### config.mk
export PLATFORM = sky130hd
export DESIGN_NAME = sorted_task_queue_core
export DESIGN_NICKNAME = d
export VERILOG_FILES = /design/src/rtl/core/stq_pkg.sv /design/src/rtl/core/stq_datapath.sv /design/src/rtl/core/stq_ctrl.sv /design/src/rtl/core/sorted_task_queue_core.sv
export SDC_FILE = /design/constraint.sdc
export NUM_CORES = 2
export LEC_CHECK = 0
export ABC_AREA = 0
export BUFFER_PORTS_ARGS = -buffer_cell sky130_fd_sc_hd__buf_2
export CORE_UTILIZATION = 55
export CTS_BUF_LIST = sky130_fd_sc_hd__clkbuf_4 sky130_fd_sc_hd__clkbuf_8 sky130_fd_sc_hd__clkbuf_16
export CTS_CLUSTER_SIZE = 16
export DETAILED_ROUTE_END_ITERATION = 16
export PLACE_DENSITY = 0.71
export SYNTH_ARGS = -nofsm -noshare
export SYNTH_HDL_FRONTEND = slang
export SYNTH_SLANG_ARGS = --single-unit
export TNS_END_PERCENT = 1
### constraint.sdc
create_clock -name clk -period 28.4 [get_ports clk]
set_input_delay 1.42 -clock clk [delete_from_list [all_inputs] [get_ports clk]]
set_output_delay 1.42 -clock clk [all_outputs]
set_load 0.02 [all_outputs]
### src/rtl/core/stq_pkg.sv
// shared constants and control types for the sorted task queue
`timescale 1ns / 1ps
`default_nettype none

package stq_pkg;

  localparam int DEF_QUEUE_DEPTH = 16;
  localparam int COUNT_W         = 5;
  localparam int ID_W            = 16;
  localparam int TIME_W          = 32;

  // input command codes
  localparam logic [1:0] CMD_INSERT = 2'd0;
  localparam logic [1:0] CMD_REMOVE = 2'd1;
  localparam logic [1:0] CMD_PEEK   = 2'd2;
  localparam logic [1:0] CMD_DUMP   = 2'd3;

  // datapath operations
  localparam logic [1:0] OP_HOLD   = 2'd0;
  localparam logic [1:0] OP_INSERT = 2'd1;
  localparam logic [1:0] OP_REMOVE = 2'd2;
  localparam logic [1:0] OP_ROTATE = 2'd3;

  typedef struct packed {
    logic [1:0] op;
    logic       emit;
    logic       last;
  } stq_dp_cmd_t;

endpackage

`default_nettype wire

### src/rtl/core/stq_datapath.sv
// chain of task slots with insert, remove and rotate, plus the result registers
`timescale 1ns / 1ps
`default_nettype none

module stq_datapath #(
  parameter int QUEUE_DEPTH = stq_pkg::DEF_QUEUE_DEPTH
) (
  input  wire logic                               clk,
  input  wire logic                               rst_n,
  input  wire stq_pkg::stq_dp_cmd_t               dp_cmd,
  input  wire logic [stq_pkg::ID_W-1:0]           task_id,
  input  wire logic [stq_pkg::TIME_W-1:0]         task_time,
  output logic [$clog2(QUEUE_DEPTH+1)-1:0]        count,
  output logic                                    res_valid,
  output logic                                    res_entry_valid,
  output logic [stq_pkg::ID_W-1:0]                res_entry_id,
  output logic [stq_pkg::TIME_W-1:0]              res_entry_time,
  output logic [stq_pkg::COUNT_W-1:0]             res_task_count,
  output logic                                    res_found,
  output logic                                    res_dropped,
  output logic                                    res_last
);

  localparam int D  = QUEUE_DEPTH;
  localparam int CW = $clog2(QUEUE_DEPTH + 1);

  logic [D-1:0]                occ_r, occ_nxt;
  logic [stq_pkg::ID_W-1:0]    id_r   [D];
  logic [stq_pkg::ID_W-1:0]    id_nxt [D];
  logic [stq_pkg::TIME_W-1:0]  time_r   [D];
  logic [stq_pkg::TIME_W-1:0]  time_nxt [D];
  logic [CW-1:0]               count_r, count_nxt;

  // neighbor views of each cell
  logic [D-1:0]                le, le_lo, match, hit, hit_lo, occ_hi;
  logic [stq_pkg::ID_W-1:0]    id_hi   [D];
  logic [stq_pkg::TIME_W-1:0]  time_hi [D];

  logic                        res_valid_r;
  logic                        res_entry_valid_r;
  logic [stq_pkg::ID_W-1:0]    res_entry_id_r;
  logic [stq_pkg::TIME_W-1:0]  res_entry_time_r;
  logic [stq_pkg::COUNT_W-1:0] res_task_count_r;
  logic                        res_found_r;
  logic                        res_dropped_r;
  logic                        res_last_r;

  genvar g;
  generate
    for (g = 0; g < D; g++) begin : g_cell
      assign le[g]    = occ_r[g] && (time_r[g] <= task_time);
      assign match[g] = occ_r[g] && (id_r[g] == task_id);
      assign hit[g]   = match[g] | hit_lo[g];
      if (g == 0) begin : g_first
        assign le_lo[g]  = 1'b1;
        assign hit_lo[g] = 1'b0;
      end else begin : g_rest
        assign le_lo[g]  = le[g-1];
        assign hit_lo[g] = hit[g-1];
      end
      if (g == D - 1) begin : g_tail
        assign occ_hi[g]  = 1'b0;
        assign id_hi[g]   = '0;
        assign time_hi[g] = '0;
      end else begin : g_body
        assign occ_hi[g]  = occ_r[g+1];
        assign id_hi[g]   = id_r[g+1];
        assign time_hi[g] = time_r[g+1];
      end
    end
  endgenerate

  always_comb begin
    occ_nxt   = occ_r;
    id_nxt    = id_r;
    time_nxt  = time_r;
    count_nxt = count_r;
    for (int i = 0; i < D; i++) begin
      case (dp_cmd.op)
        stq_pkg::OP_INSERT: begin
          if (le[i]) begin
            occ_nxt[i] = occ_r[i];
          end else if (le_lo[i]) begin
            occ_nxt[i]  = 1'b1;
            id_nxt[i]   = task_id;
            time_nxt[i] = task_time;
          end else begin
            // shift along from the cell below
            occ_nxt[i]  = occ_r[(i == 0) ? 0 : i-1];
            id_nxt[i]   = id_r[(i == 0) ? 0 : i-1];
            time_nxt[i] = time_r[(i == 0) ? 0 : i-1];
          end
        end
        stq_pkg::OP_REMOVE: begin
          if (hit[i]) begin
            occ_nxt[i]  = occ_hi[i];
            id_nxt[i]   = id_hi[i];
            time_nxt[i] = time_hi[i];
          end
        end
        stq_pkg::OP_ROTATE: begin
          // rotate the occupied run by one, head wraps to its end
          if (occ_hi[i]) begin
            id_nxt[i]   = id_hi[i];
            time_nxt[i] = time_hi[i];
          end else if (occ_r[i]) begin
            id_nxt[i]   = id_r[0];
            time_nxt[i] = time_r[0];
          end
        end
        default: begin
          occ_nxt[i] = occ_r[i];
        end
      endcase
    end
    if (dp_cmd.op == stq_pkg::OP_INSERT && !occ_r[D-1]) begin
      count_nxt = count_r + CW'(1);
    end else if (dp_cmd.op == stq_pkg::OP_REMOVE && hit[D-1]) begin
      count_nxt = count_r - CW'(1);
    end
  end

  always_ff @(posedge clk) begin
    if (!rst_n) begin
      occ_r       <= '0;
      count_r     <= '0;
      res_valid_r <= 1'b0;
    end else begin
      occ_r       <= occ_nxt;
      count_r     <= count_nxt;
      res_valid_r <= dp_cmd.emit;
    end
  end

  always_ff @(posedge clk) begin
    id_r   <= id_nxt;
    time_r <= time_nxt;
  end

  always_ff @(posedge clk) begin
    if (dp_cmd.emit) begin
      res_task_count_r <= stq_pkg::COUNT_W'(count_nxt);
      res_last_r       <= dp_cmd.last;
      res_found_r      <= (dp_cmd.op == stq_pkg::OP_REMOVE) && hit[D-1];
      res_dropped_r    <= (dp_cmd.op == stq_pkg::OP_INSERT) && occ_r[D-1];
      if ((dp_cmd.op == stq_pkg::OP_HOLD || dp_cmd.op == stq_pkg::OP_ROTATE) && occ_r[0]) begin
        res_entry_valid_r <= 1'b1;
        res_entry_id_r    <= id_r[0];
        res_entry_time_r  <= time_r[0];
      end else begin
        res_entry_valid_r <= 1'b0;
        res_entry_id_r    <= '0;
        res_entry_time_r  <= '0;
      end
    end
  end

  assign count           = count_r;
  assign res_valid       = res_valid_r;
  assign res_entry_valid = res_entry_valid_r;
  assign res_entry_id    = res_entry_id_r;
  assign res_entry_time  = res_entry_time_r;
  assign res_task_count  = res_task_count_r;
  assign res_found       = res_found_r;
  assign res_dropped     = res_dropped_r;
  assign res_last        = res_last_r;

  // occupied slots form one run from the head
  a_occ_run: assert property (@(posedge clk) disable iff (!rst_n)
    ((occ_r >> 1) & ~occ_r) == '0)
    else $error("gap in occupied slots");

  a_count_match: assert property (@(posedge clk) disable iff (!rst_n)
    $countones(occ_r) == int'(count_r))
    else $error("count disagrees with occupied slots");

  a_insert_grows: assert property (@(posedge clk) disable iff (!rst_n)
    (dp_cmd.op == stq_pkg::OP_INSERT && !occ_r[D-1]) |=>
      count_r == $past(count_r) + CW'(1))
    else $error("insert into a non-full list did not grow it");

  a_rotate_keeps: assert property (@(posedge clk) disable iff (!rst_n)
    (dp_cmd.op == stq_pkg::OP_ROTATE) |=> $stable(occ_r))
    else $error("rotation changed occupancy");

endmodule

`default_nettype wire

### src/rtl/core/stq_ctrl.sv
// command sequencer: insert, remove and peek commands and the dump walk
`timescale 1ns / 1ps
`default_nettype none

module stq_ctrl #(
  parameter int QUEUE_DEPTH = stq_pkg::DEF_QUEUE_DEPTH
) (
  input  wire logic                         clk,
  input  wire logic                         rst_n,
  input  wire logic                         start,
  input  wire logic [1:0]                   cmd,
  input  wire logic [$clog2(QUEUE_DEPTH+1)-1:0] count,
  output logic                              busy,
  output stq_pkg::stq_dp_cmd_t              dp_cmd
);

  localparam int CW = $clog2(QUEUE_DEPTH + 1);

  localparam logic ST_IDLE = 1'b0;
  localparam logic ST_DUMP = 1'b1;

  logic          state_r, state_nxt;
  logic [CW-1:0] rem_r, rem_nxt;

  always_comb begin
    state_nxt   = state_r;
    rem_nxt     = rem_r;
    dp_cmd.op   = stq_pkg::OP_HOLD;
    dp_cmd.emit = 1'b0;
    dp_cmd.last = 1'b0;
    unique case (state_r)
      ST_IDLE: begin
        if (start) begin
          dp_cmd.emit = 1'b1;
          dp_cmd.last = 1'b1;
          unique case (cmd)
            stq_pkg::CMD_INSERT: dp_cmd.op = stq_pkg::OP_INSERT;
            stq_pkg::CMD_REMOVE: dp_cmd.op = stq_pkg::OP_REMOVE;
            stq_pkg::CMD_PEEK:   dp_cmd.op = stq_pkg::OP_HOLD;
            default: begin
              // dump: walk the run by rotating it count times
              if (count > CW'(1)) begin
                dp_cmd.op   = stq_pkg::OP_ROTATE;
                dp_cmd.last = 1'b0;
                rem_nxt     = count - CW'(1);
                state_nxt   = ST_DUMP;
              end
            end
          endcase
        end
      end
      default: begin
        dp_cmd.op   = stq_pkg::OP_ROTATE;
        dp_cmd.emit = 1'b1;
        dp_cmd.last = (rem_r == CW'(1));
        rem_nxt     = rem_r - CW'(1);
        if (rem_r == CW'(1)) begin
          state_nxt = ST_IDLE;
        end
      end
    endcase
  end

  always_ff @(posedge clk) begin
    if (!rst_n) begin
      state_r <= ST_IDLE;
      rem_r   <= '0;
    end else begin
      state_r <= state_nxt;
      rem_r   <= rem_nxt;
    end
  end

  assign busy = (state_r == ST_DUMP);

  a_accept_emits: assert property (@(posedge clk) disable iff (!rst_n)
    (start && !busy) |-> dp_cmd.emit)
    else $error("accepted command produced no result");

  a_dump_ends: assert property (@(posedge clk) disable iff (!rst_n)
    (busy && dp_cmd.last) |=> !busy)
    else $error("dump kept running after its last entry");

endmodule

`default_nettype wire

### src/rtl/core/sorted_task_queue_core.sv
// Sorted task queue: QUEUE_DEPTH slots kept in ascending time order, equal
// times in arrival order. A command is taken when start is high and busy is
// low. Insert, remove and peek may follow back to back; their single result
// appears on the out_ ports in the cycle after the transfer. A dump of n
// occupied entries keeps busy high while it walks and gives max(n,1)
// results, one per cycle, head first, out_last on the final one; the slot
// chain rotates one entry per cycle to bring each entry to the head.
// out_valid marks each result for exactly one cycle and the receiver cannot
// stall it.
`timescale 1ns / 1ps
`default_nettype none

module sorted_task_queue_core #(
  parameter int QUEUE_DEPTH = stq_pkg::DEF_QUEUE_DEPTH
) (
  input  wire logic                        clk,
  input  wire logic                        rst_n,
  input  wire logic                        start,
  output logic                             busy,
  input  wire logic [1:0]                  in_cmd,
  input  wire logic [stq_pkg::ID_W-1:0]    in_task_id,
  input  wire logic [stq_pkg::TIME_W-1:0]  in_task_time,
  output logic                             out_valid,
  output logic                             out_entry_valid,
  output logic [stq_pkg::ID_W-1:0]         out_entry_id,
  output logic [stq_pkg::TIME_W-1:0]       out_entry_time,
  output logic [stq_pkg::COUNT_W-1:0]      out_task_count,
  output logic                             out_found,
  output logic                             out_dropped,
  output logic                             out_last
);

  localparam int CW = $clog2(QUEUE_DEPTH + 1);

  stq_pkg::stq_dp_cmd_t dp_cmd;
  logic [CW-1:0]        count;

  stq_ctrl #(
    .QUEUE_DEPTH (QUEUE_DEPTH)
  ) u_ctrl (
    .clk    (clk),
    .rst_n  (rst_n),
    .start  (start),
    .cmd    (in_cmd),
    .count  (count),
    .busy   (busy),
    .dp_cmd (dp_cmd)
  );

  stq_datapath #(
    .QUEUE_DEPTH (QUEUE_DEPTH)
  ) u_datapath (
    .clk             (clk),
    .rst_n           (rst_n),
    .dp_cmd          (dp_cmd),
    .task_id         (in_task_id),
    .task_time       (in_task_time),
    .count           (count),
    .res_valid       (out_valid),
    .res_entry_valid (out_entry_valid),
    .res_entry_id    (out_entry_id),
    .res_entry_time  (out_entry_time),
    .res_task_count  (out_task_count),
    .res_found       (out_found),
    .res_dropped     (out_dropped),
    .res_last        (out_last)
  );

endmodule

`default_nettype wire
==> results.md <==
* Setup-failing EPs final at 0
* Crit path launch type: input pin
* Chip height at about 340 um
* Post-Synth XOR/XNOR Area at about 3.6%
* Asr flop ratio synth at 0%
* Post-Syn Area at between 60000 and 70000 sq um
* Static Leak at 26.14 nW
* Worst Path Required at between 20000 and 30000 ps
* Synth warn at 0
* Largest family of logic cells by synthesized area: compound AO/OA/AOI/OAI gates
* Final core occ at 60.30%
* Cells after Synth at ~6600
* Die ar. at 115600 sq um
* TritonCTS Buffers at just over 100
* Final Hold Vio Count at 0
* Mapped Nets at 7146
* Initial Util at 55.70%
* Clock skew at approximately 28 ps
* Post-synthesis compound-gate area fraction at between 15 and 20%
* Vias at just under 60000
* Max cap viols at 0
* 1st-iter DRT viols at ~9300
* Drt first pass iters at 8
* Syn Area/Cell at ~9.6 sq um
* H-tree lvl count at 3
* RSZ-0062 raised after global routing: no
* Endpoint type of the worst setup path: flop
* Yosys cell types at 73
* Number of core rows at approximately 120
* Layout cells sized above 1 at under 10%
* Relative slew slack at about a tenth
* Top-Level Pins at roughly 110
* Worst slew pin tran at 1341 ps
* Wirelength per Cell at between 30 and 40 um
* Top-count cell post-synth: edfxtp_1
* Layout area overhead at 8.258%
* Vias in the first global route at between 50000 and 60000
* Area leader, netlist: edfxtp_1
* Final slew viol count at 0
* Detailed Route WL at roughly 250000 um
* Nets@finish at about 7000
* Fmax at around 150 MHz
* Maximum VDD drop at roughly 0.000048 V
* Simple-gate share of the synthesized area at 16.50%
* Crit Path Max Fanout at 31
* Hold Buf Count CTS at 0
* Synth top area share at about two fifths
* Clock Latency Late Sink at approximately 720 ps
* Number of flops mapped to enable cells by yosys at just over 800
* Post-DRT Antenna Nets at 0
* Quantity of gates resized following cts at 0
* Die width at around 340 um
* PwrDens at 64.94 nW/um^2
* Clock sinks at 853
* Period utilization at 23.79%
* Sequential area share after synthesis at between 40% and 50%
* Clock slew at reported path FFs at around 60 ps
* Largest net degree at the start of global routing at 161
* Post-synthesis mux area share at roughly 6.8%
* Gr usage total at between 40% and 50%
* Port-buffer cells at approximately 110
* Setup CP Type: in -> reg
* Worst Path Arrival at between 7000 and 8000 ps
* Initial antenna violation count at 20
* Post-layout min period at 6757 ps
* WHS at 521.8 ps
* Ranking of synthesized cells by area: edfxtp_1 (39%), ha_1 (10%), mux2i_1 (5.9%), nand2_1 (4.6%), o211ai_1 (4.3%)
* RePlAce Congestion at about 1.1
* Gr ovfl total at 0
* Synth Area in Adders at slightly above 10%
* CTS Root Cell: clkbuf_16
* Setup tns final at 0 ps
* Outcome: finished, final reports clean
* Vias per cell at roughly 7.3
* Synth top cells by count: edfxtp_1 (825), nand2_1 (777), ha_1 (521)
* Setup Buffers After CTS at 0
* Remaining DRCs at 0
* Internal reg-to-reg setup slack at approximately 22000 ps
* Top_reg_cell synth: edfxtp_1
* Global-route wire length before repair at about 370000 um
* Clock Tree Buf Depth at 3
* Final HPWL DP at approximately 180000 um
* TritonCTS clock tree: built
* #FFs+latches synth at about 850
* Core area at around 110000 sq um
* Hold WC Path Type: reg -> reg
==> per-stage QoR <==
stage	total power, mW	area, sq um	worst slack (ps)	cells
finish	4.417	68020	21640	7966
global placement	2.951	64570	20950	7768
detailed placement	2.984	64570	20790	7768
global route	4.535	68000	21570	7959
floorplan	2.553	62830	16630	6572
CTS	4.352	67990	21520	7956
==> path summary, 6_finish.rpt <==
check,start,to,cells after the start
worst max-delay path,in_task_time[23],u_datapath.time_hi[178]$_DFFE_PP_,14
worst min-delay path,u_ctrl.rem_r[3]$_SDFFE_PN0P_,u_ctrl.rem_r[3]$_SDFFE_PN0P_,2
worst max register to register,u_datapath.count[1]$_SDFF_PN0_,u_datapath.time_hi[209]$_DFFE_PP_,15
worst min register to register,u_ctrl.rem_r[3]$_SDFFE_PN0P_,u_ctrl.rem_r[3]$_SDFFE_PN0P_,2
==> routing by layer <==
metal | vias up | GRT usage (%) | routed length, um | share of wire [%]
met5 | - | 0 | 99 | 0.039
met1 | 27780 | 54.51 | 93900 | 37
met4 | 16 | 22.18 | 14040 | 5.5
li1 | 24850 | - | - | -
met3 | 949 | 13.40 | 36100 | 14
met2 | 4761 | 63.77 | 109000 | 43
==> area by class of cell <==
type | count | area, sq um
Sequential cell | 853 | 25360
Multi-Input combinational cell | 5078 | 35360
Antenna cell | 10 | 25.02
Tap cell | 1500 | 1877
Clock buffer | 121 | 2754
Timing Repair Buffer | 261 | 1694
Inverter | 76 | 285.3
Fill cell | 9507 | 44790
Clock inverter | 67 | 666.9
==> critical path: stages <==
cell and delay, ps:
buf_2 200, inv_1 400, ha_1 490, nand2_1 60, nor4_1 760, nand4_1 680
a21oi_1 400, nand2_1 140, o21ai_4 130, buf_4 490, buf_4 620, nor2_1 150
nor4_2 500, buf_4 540
==> kinds of logic after synthesis <==
logic type / Yosys count
AOI/OAI and AO/OA: 1650
adders and majority gates: 521
buffers and inverters: 641
DFF: 853
and+or+nand+nor: 2225
muxes: 421
xor gates and xnor gates: 261
==> cells in the final DEF (no fill, tap or decap), types with 125 or more instances in the layout <==
cell and instances:
nand3_1 354, nand2_1 764, a21oi_1 373, o211ai_1 358, o21ai_0 168, xor2_1 162
edfxtp_1 825, ha_1 519, nand4_1 169, and2_1 125, nor2_1 507, o221ai_1 294
buf_4 149, mux2i_1 370
==> sequential cells by signal, summed over array words and instances, names as in the netlist, 5 cells and up <==
register                   count
u_datapath.res_entry_time     32
u_datapath.res_entry_id       16
u_ctrl.rem_r                   5
u_datapath.time_hi           480
u_datapath.id_hi             240
u_datapath.res_task_count      5
u_datapath.id_r               16
u_datapath.count               5
u_datapath.occ_r              16
u_datapath.time_r             32
==> where the power goes <==
group / internal [mW] / leakage (nW) / total, mW / switching, mW
logic: 0.422 / 16.4 / 1.21 / 0.785
registers: 1.63 / 8.04 / 1.82 / 0.192
clock network: 0.807 / 1.70 / 1.39 / 0.582
total: 2.86 / 26.1 / 4.42 / 1.56
(Power assumes the default switching activity.)
